--- config.mk ---
export PLATFORM = sky130hd
export DESIGN_NAME = glyph_row_pixel_expander_core
export DESIGN_NICKNAME = d
export VERILOG_FILES = /design/src/rtl/core/grpe_pkg.sv /design/src/rtl/core/grpe_front.sv /design/src/rtl/core/grpe_queue.sv /design/src/rtl/core/grpe_back.sv /design/src/rtl/core/glyph_row_pixel_expander_core.sv
export VERILOG_INCLUDE_DIRS = /design/src /design/src/rtl/core
export SDC_FILE = /design/constraint.sdc
export NUM_CORES = 1
export LEC_CHECK = 0
export BUFFER_PORTS_ARGS = -buffer_cell sky130_fd_sc_hd__buf_2
export CAP_MARGIN = 20
export CORE_AREA = 2 2 295 151
export DETAILED_ROUTE_END_ITERATION = 16
export DIE_AREA = 0 0 297 153
export HOLD_SLACK_MARGIN = 0.02
export PLACE_DENSITY = 0.87
export SLEW_MARGIN = 10
export SYNTH_ARGS = -nofsm -noshare
export SYNTH_HDL_FRONTEND = slang
export SYNTH_SLANG_ARGS = --single-unit
--- constraint.sdc ---
create_clock -name clk_i -period 26.6 [get_ports clk_i]
set_input_delay 3.99 -clock clk_i [delete_from_list [all_inputs] [get_ports clk_i]]
set_output_delay 3.99 -clock clk_i [all_outputs]
set_load 0.01 [all_outputs]
--- src/rtl/core/glyph_row_pixel_expander_core_defines.svh ---
// assertion helpers shared by the expander modules
`ifndef GLYPH_ROW_PIXEL_EXPANDER_CORE_DEFINES_SVH
`define GLYPH_ROW_PIXEL_EXPANDER_CORE_DEFINES_SVH

// condition must hold at every clock edge out of reset
`define GRPE_ASSERT(lbl, cond, msg) \
  lbl: assert property (@(posedge clk_i) disable iff (!rst_ni) (cond)) else $error(msg);

// consequence must hold in the cycle after the antecedent
`define GRPE_ASSERT_NEXT(lbl, ante, cons, msg) \
  lbl: assert property (@(posedge clk_i) disable iff (!rst_ni) (ante) |=> (cons)) \
    else $error(msg);

`endif

--- src/rtl/core/grpe_pkg.sv ---
package grpe_pkg;

  localparam int unsigned GlyphWidth = 16;
  localparam int unsigned OffW       = $clog2(GlyphWidth);
  localparam int unsigned QueueDepth = 2;
  localparam int unsigned CfgIdxW    = 2;
  localparam int unsigned CfgDataW   = 16;

  // operation codes
  localparam logic [1:0] OpPlot    = 2'd0;
  localparam logic [1:0] OpMasked  = 2'd1;
  localparam logic [1:0] OpOverlay = 2'd2;
  localparam logic [1:0] OpUnused  = 2'd3;

  // pixel formats
  localparam logic [1:0] FmtRgb1555 = 2'd0;
  localparam logic [1:0] FmtRgb565  = 2'd1;
  localparam logic [1:0] FmtRgb24   = 2'd2;
  localparam logic [1:0] FmtXrgb32  = 2'd3;

  // configuration register indexes
  localparam logic [CfgIdxW-1:0] CfgPixelFormat  = 2'd0;
  localparam logic [CfgIdxW-1:0] CfgScreenWidth  = 2'd1;
  localparam logic [CfgIdxW-1:0] CfgScreenHeight = 2'd2;

  localparam logic [1:0]  FmtReset    = FmtXrgb32;
  localparam logic [15:0] WidthReset  = 16'd640;
  localparam logic [15:0] HeightReset = 16'd480;

  typedef struct packed {
    logic [1:0]  operation;
    logic [15:0] row_y;
    logic [15:0] column_x;
    logic [15:0] glyph_bits;
    logic [15:0] select_mask;
    logic [24:0] fg_first;
    logic [24:0] bg_first;
    logic [24:0] fg_second;
    logic [24:0] bg_second;
  } in_item_t;

  typedef struct packed {
    logic [15:0] pixel_y;
    logic [15:0] pixel_x;
    logic [23:0] pixel_value;
    logic        last;
  } out_item_t;

  // one classified glyph row waiting for the back end
  typedef struct packed {
    logic [1:0]            op;
    logic [15:0]           row_y;
    logic [15:0]           column_x;
    logic [GlyphWidth-1:0] glyph;
    logic [GlyphWidth-1:0] sel;
    logic [GlyphWidth-1:0] emit;   // indexed by column offset
    logic [23:0]           fg0;
    logic [23:0]           bg0;
    logic [23:0]           fg1;
    logic [23:0]           bg1;
  } work_t;

  function automatic logic [23:0] to_pixel(input logic [24:0] c, input logic [1:0] fmt);
    logic       a;
    logic [7:0] r;
    logic [7:0] g;
    logic [7:0] b;
    logic [23:0] v;
    a = c[24];
    r = c[23:16];
    g = c[15:8];
    b = c[7:0];
    unique case (fmt) inside
      FmtRgb1555: v = {8'h00, a, r[7:3], g[7:3], b[7:3]};
      FmtRgb565:  v = {8'h00, r[7:3], g[7:2], b[7:3]};
      FmtRgb24, FmtXrgb32: v = {r, g, b};
      default:    v = {r, g, b};
    endcase
    return v;
  endfunction

endpackage

--- src/rtl/core/grpe_front.sv ---
module grpe_front (
  input  logic               clk_i,
  input  logic               rst_ni,
  input  logic               cfg_valid_i,
  output logic               cfg_ready_o,
  input  logic [1:0]         cfg_index_i,
  input  logic [15:0]        cfg_data_i,
  input  logic               in_valid_i,
  output logic               in_ready_o,
  input  grpe_pkg::in_item_t in_data_i,
  input  logic               full_i,
  output logic               push_o,
  output grpe_pkg::work_t    push_data_o
);
  import grpe_pkg::*;

  logic [1:0]  fmt_q, fmt_d;
  logic [15:0] width_q, width_d;
  logic [15:0] height_q, height_d;

  logic                  live;
  logic [GlyphWidth-1:0] glyph_ext;
  logic [GlyphWidth-1:0] sel_ext;
  logic [GlyphWidth-1:0] emit;

  assign cfg_ready_o = 1'b1;

  always_comb begin
    fmt_d    = fmt_q;
    width_d  = width_q;
    height_d = height_q;
    if (cfg_valid_i) begin
      unique case (cfg_index_i)
        CfgPixelFormat:  fmt_d    = cfg_data_i[1:0];
        CfgScreenWidth:  width_d  = cfg_data_i;
        CfgScreenHeight: height_d = cfg_data_i;
        default: ;
      endcase
    end
  end

  always_ff @(posedge clk_i or negedge rst_ni) begin
    if (!rst_ni) begin
      fmt_q    <= FmtReset;
      width_q  <= WidthReset;
      height_q <= HeightReset;
    end else begin
      fmt_q    <= fmt_d;
      width_q  <= width_d;
      height_q <= height_d;
    end
  end

  // glyph bits beyond bit 15 read as zero
  assign glyph_ext = GlyphWidth'({{GlyphWidth{1'b0}}, in_data_i.glyph_bits});
  assign sel_ext   = GlyphWidth'({{GlyphWidth{1'b0}}, in_data_i.select_mask});

  assign live = (in_data_i.operation != OpUnused) && (in_data_i.row_y < height_q);

  always_comb begin
    logic [16:0] col;
    logic        on_screen;
    logic        bit_set;
    emit = '0;
    for (int unsigned off = 0; off < GlyphWidth; off++) begin
      // sum kept one bit wider so it never wraps back on screen
      col       = {1'b0, in_data_i.column_x} + 17'(off);
      on_screen = col < {1'b0, width_q};
      bit_set   = glyph_ext[GlyphWidth-1-off];
      emit[off] = live && on_screen && ((in_data_i.operation != OpOverlay) || bit_set);
    end
  end

  assign in_ready_o = !full_i;
  // rows that draw nothing are taken and dropped here
  assign push_o     = in_valid_i && !full_i && (emit != '0);

  always_comb begin
    push_data_o.op       = in_data_i.operation;
    push_data_o.row_y    = in_data_i.row_y;
    push_data_o.column_x = in_data_i.column_x;
    push_data_o.glyph    = glyph_ext;
    push_data_o.sel      = sel_ext;
    push_data_o.emit     = emit;
    push_data_o.fg0      = to_pixel(in_data_i.fg_first, fmt_q);
    push_data_o.bg0      = to_pixel(in_data_i.bg_first, fmt_q);
    push_data_o.fg1      = to_pixel(in_data_i.fg_second, fmt_q);
    push_data_o.bg1      = to_pixel(in_data_i.bg_second, fmt_q);
  end

endmodule

--- src/rtl/core/grpe_queue.sv ---
`include "glyph_row_pixel_expander_core_defines.svh"

module grpe_queue (
  input  logic            clk_i,
  input  logic            rst_ni,
  input  logic            push_i,
  input  grpe_pkg::work_t push_data_i,
  input  logic            pop_i,
  output logic            full_o,
  output logic            head_valid_o,
  output grpe_pkg::work_t head_o
);
  import grpe_pkg::*;

  localparam int unsigned PtrW = (QueueDepth > 1) ? $clog2(QueueDepth) : 1;
  localparam int unsigned CntW = $clog2(QueueDepth + 1);
  localparam logic [PtrW-1:0] PtrLast = PtrW'(QueueDepth - 1);
  localparam logic [CntW-1:0] CntFull = CntW'(QueueDepth);

  work_t           entry_q [QueueDepth];
  logic [PtrW-1:0] wr_ptr_q, wr_ptr_d;
  logic [PtrW-1:0] rd_ptr_q, rd_ptr_d;
  logic [CntW-1:0] cnt_q, cnt_d;

  assign full_o       = (cnt_q == CntFull);
  assign head_valid_o = (cnt_q != '0);
  assign head_o       = entry_q[rd_ptr_q];

  always_comb begin
    wr_ptr_d = wr_ptr_q;
    rd_ptr_d = rd_ptr_q;
    cnt_d    = cnt_q;
    if (push_i) begin
      wr_ptr_d = (wr_ptr_q == PtrLast) ? '0 : wr_ptr_q + 1'b1;
    end
    if (pop_i) begin
      rd_ptr_d = (rd_ptr_q == PtrLast) ? '0 : rd_ptr_q + 1'b1;
    end
    if (push_i && !pop_i) begin
      cnt_d = cnt_q + 1'b1;
    end else if (pop_i && !push_i) begin
      cnt_d = cnt_q - 1'b1;
    end
  end

  always_ff @(posedge clk_i or negedge rst_ni) begin
    if (!rst_ni) begin
      wr_ptr_q <= '0;
      rd_ptr_q <= '0;
      cnt_q    <= '0;
    end else begin
      wr_ptr_q <= wr_ptr_d;
      rd_ptr_q <= rd_ptr_d;
      cnt_q    <= cnt_d;
    end
  end

  always_ff @(posedge clk_i) begin
    if (push_i) begin
      entry_q[wr_ptr_q] <= push_data_i;
    end
  end

  `GRPE_ASSERT(a_no_overflow, !push_i || !full_o || pop_i, "push into full queue")
  `GRPE_ASSERT(a_no_underflow, !pop_i || head_valid_o, "pop from empty queue")

endmodule

--- src/rtl/core/grpe_back.sv ---
`include "glyph_row_pixel_expander_core_defines.svh"

module grpe_back (
  input  logic                clk_i,
  input  logic                rst_ni,
  input  logic                head_valid_i,
  input  grpe_pkg::work_t     head_i,
  output logic                pop_o,
  output logic                out_valid_o,
  input  logic                out_ready_i,
  output grpe_pkg::out_item_t out_data_o
);
  import grpe_pkg::*;

  localparam logic [OffW-1:0] OffMax = OffW'(GlyphWidth - 1);

  logic [GlyphWidth-1:0] done_q, done_d;
  logic [GlyphWidth-1:0] remaining;
  logic [GlyphWidth-1:0] pick_mask;
  logic [OffW-1:0]       pick_off;
  logic [OffW-1:0]       pos;
  logic                  advance;
  logic                  fire;
  logic                  last;
  logic                  bit_set;
  logic                  pair_sel;
  logic [23:0]           value;

  logic      out_valid_q, out_valid_d;
  out_item_t out_q;

  assign remaining = head_i.emit & ~done_q;

  // highest drawn offset first, which is the rightmost pixel
  always_comb begin
    pick_off = '0;
    for (int unsigned i = 0; i < GlyphWidth; i++) begin
      if (remaining[i]) begin
        pick_off = OffW'(i);
      end
    end
  end

  assign pick_mask = GlyphWidth'(1) << pick_off;
  assign last      = (remaining & ~pick_mask) == '0;
  assign advance   = !out_valid_q || out_ready_i;
  assign fire      = head_valid_i && advance;
  assign pop_o     = fire && last;

  assign pos      = OffMax - pick_off;
  assign bit_set  = head_i.glyph[pos];
  assign pair_sel = head_i.sel[pos];

  always_comb begin
    unique case (head_i.op)
      OpPlot:   value = bit_set ? head_i.fg0 : head_i.bg0;
      OpMasked: begin
        if (bit_set) begin
          value = pair_sel ? head_i.fg1 : head_i.fg0;
        end else begin
          value = pair_sel ? head_i.bg1 : head_i.bg0;
        end
      end
      default:  value = head_i.fg0;
    endcase
  end

  always_comb begin
    done_d = done_q;
    if (fire) begin
      done_d = last ? '0 : (done_q | pick_mask);
    end
    out_valid_d = advance ? fire : out_valid_q;
  end

  always_ff @(posedge clk_i or negedge rst_ni) begin
    if (!rst_ni) begin
      done_q      <= '0;
      out_valid_q <= 1'b0;
    end else begin
      done_q      <= done_d;
      out_valid_q <= out_valid_d;
    end
  end

  always_ff @(posedge clk_i) begin
    if (fire) begin
      out_q.pixel_y     <= head_i.row_y;
      out_q.pixel_x     <= head_i.column_x + 16'(pick_off);
      out_q.pixel_value <= value;
      out_q.last        <= last;
    end
  end

  assign out_valid_o = out_valid_q;
  assign out_data_o  = out_q;

  `GRPE_ASSERT(a_done_in_head, (done_q & ~head_i.emit) == '0, "sent pixel not in head row")
  `GRPE_ASSERT_NEXT(a_pop_marks_last, pop_o, out_valid_q && out_q.last, "pop without last pixel")

endmodule

--- src/rtl/core/glyph_row_pixel_expander_core.sv ---
// channel  direction  handshake              payload
// cfg      in         cfg_valid_i/cfg_ready_o cfg_index_i, cfg_data_i
// in       in         in_valid_i/in_ready_o   in_data_i (one glyph row)
// out      out        out_valid_o/out_ready_i out_data_o (one pixel write)
//
// one pixel write per cycle unless the output stalls; the back end steps through the drawn
// offsets of the queue head, so a row gives 0 to 16 pixel writes
// an accepted row is written into the row queue, and its first pixel is then registered in
// the output register; rows drawing nothing are dropped
// reset restores format 32-bit, 640 x 480 and empties the two-entry row queue
// a stalled output holds its pixel; the front keeps accepting until the queue is full
module glyph_row_pixel_expander_core (
  input  logic                clk_i,
  input  logic                rst_ni,
  input  logic                cfg_valid_i,
  output logic                cfg_ready_o,
  input  logic [1:0]          cfg_index_i,
  input  logic [15:0]         cfg_data_i,
  input  logic                in_valid_i,
  output logic                in_ready_o,
  input  grpe_pkg::in_item_t  in_data_i,
  output logic                out_valid_o,
  input  logic                out_ready_i,
  output grpe_pkg::out_item_t out_data_o
);
  import grpe_pkg::*;

  logic  push;
  work_t push_data;
  logic  full;
  logic  pop;
  logic  head_valid;
  work_t head;

  grpe_front u_front (
    .clk_i       (clk_i),
    .rst_ni      (rst_ni),
    .cfg_valid_i (cfg_valid_i),
    .cfg_ready_o (cfg_ready_o),
    .cfg_index_i (cfg_index_i),
    .cfg_data_i  (cfg_data_i),
    .in_valid_i  (in_valid_i),
    .in_ready_o  (in_ready_o),
    .in_data_i   (in_data_i),
    .full_i      (full),
    .push_o      (push),
    .push_data_o (push_data)
  );

  grpe_queue u_queue (
    .clk_i        (clk_i),
    .rst_ni       (rst_ni),
    .push_i       (push),
    .push_data_i  (push_data),
    .pop_i        (pop),
    .full_o       (full),
    .head_valid_o (head_valid),
    .head_o       (head)
  );

  grpe_back u_back (
    .clk_i        (clk_i),
    .rst_ni       (rst_ni),
    .head_valid_i (head_valid),
    .head_i       (head),
    .pop_o        (pop),
    .out_valid_o  (out_valid_o),
    .out_ready_i  (out_ready_i),
    .out_data_o   (out_data_o)
  );

endmodule

* After elaboration in Yosys (flattened, before gate mapping) *
Memories as Yosys holds them, arrays and structs flattened.
Cells that the tools add are included.

word-level totals
  flip-flop bits (word level) = 112
  memories = 1
  bits of input ports = 189
  output and inout port bits = 60
  RAM bits = 356
  logic and storage cells = 170

memories
  name             words  bits a word  read ports  clocked after memory_dff  write ports  RTL line          RTL
  u_queue.entry_q  2      178          1           0                         1            grpe_queue.sv:20  work_t entry_q [QueueDepth];

cells by class
  muxes and demuxes = 35
  shifts and indexed selects = 1
  bitwise logic cells = 5
  reduce and logical (&&, ||, !) cells = 70
  equality and inequality tests = 7
  add/sub/neg operators = 21
  magnitude comparators = 18

operators by type and width
  kind                                                 count
  less-than comparator 17 x 16 -> 1 bit                15
  one-hot mux 24 bit (2 select lines)                  5
  adder 16 x 4 -> 17 bit, second input constant        8
  2-to-1 mux 24 bit                                    4
  adder 16 x 3 -> 17 bit, second input constant        4
  2-to-1 mux 4 bit                                     14
  logical AND 1 bit                                    39
  adder 16 x 2 -> 17 bit, second input constant        2
  AND 16 bit                                           2
  less-than comparator 16 bit                          2
  NOT 16 bit                                           2
  adder 16 x 1 -> 17 bit, second input constant        1
  logical OR 1 bit                                     17
  adder 16 x 4 -> 16 bit                               1
  zero test 16 bit                                     1
  2-to-1 mux 16 bit                                    1
  bitwise OR 16 bit                                    1
  nonzero test 16 bit                                  1
  << shifter 1 x 4 -> 16 bit, first input constant     1
  binary-select mux 1 bit (select 4 bit)               2
  2-to-1 mux 1 bit                                     7
  equality test 2 x 1 -> 1 bit, second input constant  3
  zero test 2 bit                                      3
  AND reduction 2 bit                                  3
  other kinds (10)                                     18

* Logic depth before layout (Yosys ltp) *
Gate-level depths: netlist of run 1.

  depth after elaboration = 25
  mapped depth = 24
  mapped depth without buffers = 23

* Modules after synthesis *
A second synthesis of run 1 with hierarchy kept.

second synthesis, totals
  cell total of the unflattened synthesis = 2473
  area total of the unflattened synthesis = 29465.8 um^2

modules (own cells, without submodules)
  module      cells an instance  sequential area each (um^2)  instances  area each (um^2)
  grpe_queue  570                10790.3                      1          13446.6
  grpe_front  1475               860.8                        1          11459.7
  grpe_back   428                2137.0                       1          4559.4

* Least setup slack after synthesis of run 1 *
Ideal clock, no wire load.

  kind = input to register
  from = input in_data_i[135] (netlist name)
  to = memory u_queue.entry_q[0][0] (netlist name) (enable)
  library setup time = 720 ps
  data required time = 25880 ps
  path buffers = 1
  data arrival time = 14675 ps
  slack = 11205 ps
  stages on the path = 17
  path through = clkbuf_1 > inv_1 > ha_1 > a31oi_1 > nor2_1 > xor2_1 > ha_1 > o21a_1 > o21ai_0 > nor2_1 > a211oi_1 > or3b_2 > o311ai_1 > nor4_1 > nand4b_1 > o311ai_1 > nor2_1

on the way
  cells in the longest elaborated chain, start to end = 8
  elaborated cells between the ends (all ways) = 67
  those cells by class = 15 x add/sub; 16 x order compare; 2 x mux; 34 x reduce/logical

ends and longest elaborated chain
  item                                                  RTL line                             RTL
  from (decl)                                           glyph_row_pixel_expander_core.sv:21  input grpe_pkg::in_item_t in_data_i,
  adder 16 x 1 -> 17 bit, or another cell as far along  grpe_front.sv:67                     col = {1'b0, in_data_i.column_x} + 17'(off);
  less-than comparator 17 x 16 -> 1 bit                 grpe_front.sv:68                     on_screen = col < {1'b0, width_q};
  logical AND 1 bit (2 in series)                       grpe_front.sv:70                     emit[off] = live && on_screen && ((in_data_i.operation != OpOverlay) || bit_set);
  nonzero test 16 bit (*)                               grpe_front.sv:76                     assign push_o = in_valid_i && !full_i && (emit != '0);
  logical AND 1 bit (*)                                 grpe_front.sv:76
  2-to-1 mux 1 bit (*)                                  grpe_queue.sv:59                     if (push_i) begin
  2-to-1 mux 1 bit (implied by the code) (*)            grpe_queue.sv:60                     entry_q[wr_ptr_q] <= push_data_i;
  to (decl)                                             grpe_queue.sv:20

Every way passes the cells marked *; elsewhere a longest branch is shown, timed or not.

==> results of run 1 <==
==> area by class of cell <==
| type | count | area [um^2] | share of cell area (%) |
|---|---|---|---|
| Tap cell | 588 | 735.7 | 2.377 |
| Multi-Input combinational cell | 1696 | 13490 | 43.60 |
| Timing Repair Buffer | 274 | 1439 | 4.649 |
| Clock inverter | 21 | 146.4 | 0.4730 |
| Inverter | 68 | 255.2 | 0.8248 |
| Antenna cell | 4 | 10.01 | 0.03234 |
| Sequential cell | 468 | 13800 | 44.58 |
| Clock buffer | 52 | 1071 | 3.461 |
==> path summary, 6_finish.rpt <==
kind / endpoint / slack [ns] / cells past startpoint
max: u_queue.entry_q[0][7] / 15.19 / 19
min: u_back.done_q[0] / 0.51 / 2
max reg2reg: u_queue.entry_q[0][7] / 19.56 / 14
min reg2reg: u_back.done_q[0] / 0.51 / 2
max in group asynchronous: u_queue.rd_ptr_q / 22.36 / 2
min in group asynchronous: u_queue.cnt_q[0] / 3.59 / 2
==> per-layer routing <==
metal  vias up  share of wire, %  global-route usage [%]
met5         -              0.21                   2.692
met4         4               1.8                   6.782
met2      1519                40                   50.34
met1     10210                42                   57.53
met3       154                16                   15.44
li1       9143                 -                       -
==> cells in the mapped netlist (61+ instances only) <==
| cell | number | area [um^2] |
|---|---|---|
| edfxtp_1 | 413 | 12400 |
| ha_1 | 254 | 3178 |
| nor2_1 | 215 | 807.0 |
| mux2i_1 | 155 | 1551 |
| xor2_1 | 125 | 1095 |
| nand2_1 | 116 | 435.4 |
| o21ai_0 | 108 | 540.5 |
| a21oi_1 | 90 | 450.4 |
| mux2_2 | 88 | 991.0 |
| xnor2_1 | 79 | 691.9 |
| inv_1 | 66 | 247.7 |
| clkbuf_1 | 61 | 229.0 |
==> cell families after synthesis <==
logic type,Yosys count,share of synthesized area (%)
simple gates,529,8.802
flops,468,49.21
compound gates,450,11.36
mux,257,10.14
fa+ha+maj,255,11.41
xor+xnor,204,6.377
buf+inv,175,2.688
other cells,1,0.01338
==> state kept, by name (all words and copies together), names as in the netlist <==
signal	cells
u_front.height_q	16
u_queue.cnt_q	2
u_front.width_q	16
u_queue.rd_ptr_q	1
u_back.out_data_o	57
u_front.fmt_q	2
u_back.out_valid_o	1
u_queue.wr_ptr_q	1
u_queue.entry_q	356
u_back.done_q	16
==> worst max-delay path: cells and delay by family <==
kind / cells / cell delay (ns)
compound gates: 5 / 1.52
simple gates: 8 / 2.68
buf+inv: 4 / 2.66
xor+xnor: 1 / 0.19
fa+ha+maj: 1 / 0.30
==> cell usage in the layout, fill, tap and decap left out, types with 31 or more instances in the layout <==
| cell | instances |
|---|---|
| xor2_1 | 125 |
| buf_2 | 247 |
| ha_1 | 254 |
| inv_1 | 65 |
| mux2_2 | 88 |
| a21o_1 | 42 |
| nor3_1 | 31 |
| xnor2_1 | 79 |
| mux2i_1 | 155 |
| o21ai_0 | 108 |
| clkbuf_16 | 41 |
| nand2_1 | 116 |
| dfrtp_1 | 46 |
| edfxtp_1 | 413 |
| a21oi_1 | 90 |
| and2_1 | 36 |
| nor2_1 | 213 |
==> power by group through the flow <==
stage,Sequential [mW],Clock [mW],Combinational [mW]
2_1_floorplan,1.22,0,1.09
3_3_place_gp,1.18,0,1.53
3_5_place_dp,1.19,0,1.58
4_1_cts,1.18,0.567,1.59
5_1_grt,1.20,0.594,1.74
6_report,1.18,0.564,1.65
==> through the flow <==
stage / area, um^2 / power (mW) / util, % / hold WS (ns)
after global placement: 29710 / 2.709 / 69.14 / 0.4821
after floorplan: 28020 / 2.311 / - / 0.4625
after global routing: 30940 / 3.533 / 72.01 / 0.5279
after CTS: 30930 / 3.341 / 71.98 / 0.5119
final: 30950 / 3.394 / 72.02 / 0.5094
after detailed placement: 29710 / 2.773 / 69.14 / 0.4960
==> results.ini, run 1 <==
[detailed_routing]
drtAntennaViolNets=0
drt_iter0_drc=3199
wire_per_inst_um=27.67
routed_wl_um=87730
viasPerCell=6.633
vias=21030
drc_errors=0
dr.pass1.iters=6

[critical_path]
end_kind=flip-flop
max_stage_delay_ns=0.94
slowest_stage=buf_4
cp-startpoint=in_data_i[141]
crit_chain=buf_2 -> nand4_1 -> or2_2 -> nor2_1 -> nand2_1 -> xnor2_1 -> ha_1 -> o21a_1 -> o21ai_0 -> nor2_1 -> a2111oi_0 -> o21a_1 -> nor4_1 -> nand4b_1 -> o311ai_1 -> buf_4 -> nor2_4 -> buf_4 -> buf_4
cp.required_ns=26.76
critPathLaunchType=primary input
worst_path_most_repeated_cell=buf_4
crit_type=in2reg
worstPathArrival_ns=11.57
crit_fanout=76
reg2reg_from=u_front.width_q[4]

[clock_network]
cts_repair_resize_count=0
hold_buffers=0
worst_skew_pair.late_latency_ns=0.56
cts_buffers=41
cts-root-buf=clkbuf_16
cts_tree=yes
path_clk_slew_ns=0.06
cts.sinks=468
post_cts_buffers=0
h-tree-depth=2
cts_max_path_buffers=3

[die]
die-width_um=297
die_h_um=153
coreArea_um2=42970
start_util_pct=65.20
pin_count=249
die-area_um2=45440
rows=54

[power_and_ir_drop]
pwr-share-clk_pct=16.6
vdd_drop_max_v=0.0001501
p_int_mw=1.978
p_comb_share_pct=48.6
swShare_pct=41.74
seqPwrFrac_pct=34.8
leakage_nw=12.42
p_sw_mw=1.417
powerDensity_nw_per_um2=109.7

[logic_synthesis]
yosysUniqueCellTypes=87
ys_warn_count=0
synth_area_um2=28020
synth-edff-count=413
ys.flop_type=edfxtp_1
syn-num-nets=2783
synthArstFlopShare_pct=11.75
syn_area_per_cell_um2=11.98
yosysSeqAreaShare_pct=49.21
synthCells=2339
ys_ff_latch=468

[finish]
fin_nets=2993
fin_cells=3171
n_fill_cell=2971
drive_gt1_share_pct=18.96
syn_to_final_growth_pct=10.45

[timing]
fin_crit_sh_pct=42.89
max_slew_margin_pct=25.32
hold_viol_final=0
rsz0062_at_grt=no
final.min_clock_period_ns=11.41
finalSetupTns_ns=0
setup_viol_count_final=0
fin_skew_ns=0.03311
worst_slack_ns=15.19
max_freq_ghz=0.08765
slew_violations=0
tightest_slew_ns=1.109

[place]
gp_congestion=1.075
hpwlAfterDp_um=63810
pre_cts_slack_ns=14.96
io_buffers=247
dp_cells=3093

[global_routing]
antenna_found_initial=10
grt_overflow=0
grt_usage_pct=37.77
first_global_vias=20120
grt_pass1_wl_um=128200
grt_max_degree=85

[status]
status=completed

[flow_run]
maxCapViolations=0

[min_path]
hold_start=u_back.done_q[0]
min_path_type=reg2reg

Power figures use the tool's default switching activity.
==> inputs of run 2 (changes only) <==
Settings changed: CORE_AREA 2 2 295 151 to 2 2 307 157, DIE_AREA 0 0 297 153 to 0 0 309 159, PLACE_DENSITY 0.87 to 0.81.
Clock period 26.6 ns to 10.5 ns, I/O delays scaled along.
==> run 2 against run 1 <==
Compared with the run above:
- hold slack worse by 0.0057 ns
- sequential power grew to 2.5 times the previous value
- clock skew increased by 0.0016 ns
- non-clock buffer count is 33 higher
- total power grew to 2.6 times the previous value
- largest cell class unchanged
- largest power group unchanged
- highest routed layer unchanged
==> results.ini, run 2 (synthesis gave the netlist of run 1 again) <==
[clock_network]
h-tree-depth=2
worst_skew_pair.late_latency_ns=0.58
cts_repair_resize_count=0
path_clk_slew_ns=0.06
cts_max_path_buffers=3
cts.sinks=468
cts_buffers=41
post_cts_buffers=0
cts-root-buf=clkbuf_16
hold_buffers=0
cts_tree=yes

[finish]
syn_to_final_growth_pct=12.07
fin_cells=3252
drive_gt1_share_pct=20.07
top_register=u_queue.entry_q
n_fill_cell=3436
largest_register_ff_count=356
fin_nets=3026
fin_util_pct=67.70
final_common_cell=edfxtp_1
final_cell_mix=413 x edfxtp_1, 254 x ha_1, 248 x buf_2, 213 x nor2_1, 155 x mux2i_1

[detailed_routing]
vias=21280
dr.pass1.iters=6
routed_wl_um=98690
wire_per_inst_um=30.35
drtAntennaViolNets=0
drc_errors=0
drt_iter0_drc=3414
viasPerCell=6.543

[place]
io_buffers=247
hpwlAfterDp_um=74180
dp_cells=3176
gp_congestion=1.113

[global_routing]
grt_usage_pct=39.90
grt_max_degree=104
antenna_found_initial=9
first_global_vias=20310
grt_pass1_wl_um=140900
grt_overflow=0

[critical_path]
crit_chain=buf_2 -> inv_1 -> ha_1 -> inv_1 -> a21oi_1 -> nor2_1 -> xor2_1 -> ha_1 -> a2111oi_1 -> buf_4 -> o211a_1 -> nor4_1 -> nand4b_1 -> o311ai_1 -> buf_2 -> nor2_4 -> buf_4
cp-startpoint=in_data_i[134]
critPathLaunchType=primary input
crit_fanout=43
crit_family=compound AO/OA/AOI/OAI gates
worstPathArrival_ns=7.70
cp_num_buf_inv=6
reg2reg_from=u_queue.rd_ptr_q
cp.required_ns=10.69
end_kind=flip-flop
max_stage_delay_ns=1.00
crit_type=in2reg
r2r_setup_slack_ns=4.15
reg2reg_depth=15
slowest_stage=a2111oi_1
r2r_end=u_queue.cnt_q[1]

[power_and_ir_drop]
leakage_nw=12.62
p_comb_share_pct=49.0
fin_total_pwr_mw=8.841
vdd_drop_max_v=0.0005657
pwr-share-clk_pct=17.1
p_int_mw=5.123
p_sw_mw=3.718
powerDensity_nw_per_um2=281.5
swShare_pct=42.05
seqPwrFrac_pct=33.8

[die]
start_util_pct=60.41
die-area_um2=49130
coreArea_um2=46380
die_h_um=159
rows=56
pin_count=249
die-width_um=309

[min_path]
whs_endpoint=u_front.height_q[11]
hold_start=u_front.height_q[11]
min_path_type=reg2reg
whs_path_depth=1

[timing]
setup_viol_count_final=0
fin_skew_ns=0.03467
final.min_clock_period_ns=7.510
slew_violations=0
tightest_slew_ns=1.268
hold_viol_final=0
rsz0062_at_grt=no
max_freq_ghz=0.1332
fin_crit_sh_pct=71.52
max_slew_margin_pct=15.47

[flow_run]
maxCapViolations=0

[status]
status=completed

[run 2: metal layers]
metal	track usage, %	share of wire, %	vias up
li1	-	-	9212
met1	63.33	45	10480
met2	48.85	37	1446
met3	18.78	17	128
met4	6.244	1.5	12
met5	1.938	0.21	-
[run 2: area by class of cell]
| class | instances | area (um^2) | area share, % |
|---|---|---|---|
| Tap cell | 638 | 798.3 | 2.542 |
| Clock buffer | 56 | 1092 | 3.478 |
| Timing Repair Buffer | 307 | 1749 | 5.570 |
| Sequential cell | 468 | 13800 | 43.93 |
| Inverter | 68 | 255.2 | 0.8128 |
| Clock inverter | 16 | 195.2 | 0.6216 |
| Antenna cell | 3 | 7.507 | 0.02391 |
| Multi-Input combinational cell | 1696 | 13510 | 43.02 |
[run 2: worst max-delay path by stage]
stage                                    endpoint  slack (ns)  cells after the start
after floorplan             u_queue.entry_q[0][0]       -2.48                     17
after global placement    u_queue.entry_q[1][124]        2.05                     14
after detailed placement  u_queue.entry_q[1][134]        2.95                     17
after CTS                 u_queue.entry_q[1][128]        3.51                     17
after global routing      u_queue.entry_q[1][135]        2.92                     20
final                      u_queue.entry_q[0][23]        2.99                     17
[run 2: power by group through the flow]
stage	Sequential (mW)	Clock (mW)	Combinational, mW
after floorplan	3.08	0	2.77
after global placement	2.99	0	4.06
after detailed placement	3.02	0	4.16
after CTS	2.99	1.52	4.19
after global routing	3.04	1.59	4.57
final	2.99	1.51	4.34
[run 2: stage by stage]
stage	setup slack (ns)	cell area (um^2)	hold slack (ns)	TNS [ns]
6_report	2.990	31400	0.5037	0
5_1_grt	2.920	31400	0.5272	0
3_5_place_dp	2.948	30100	0.4936	0
3_3_place_gp	2.052	30070	0.4829	0
2_1_floorplan	-2.480	28020	0.4625	-882.77
4_1_cts	3.506	31390	0.5075	0
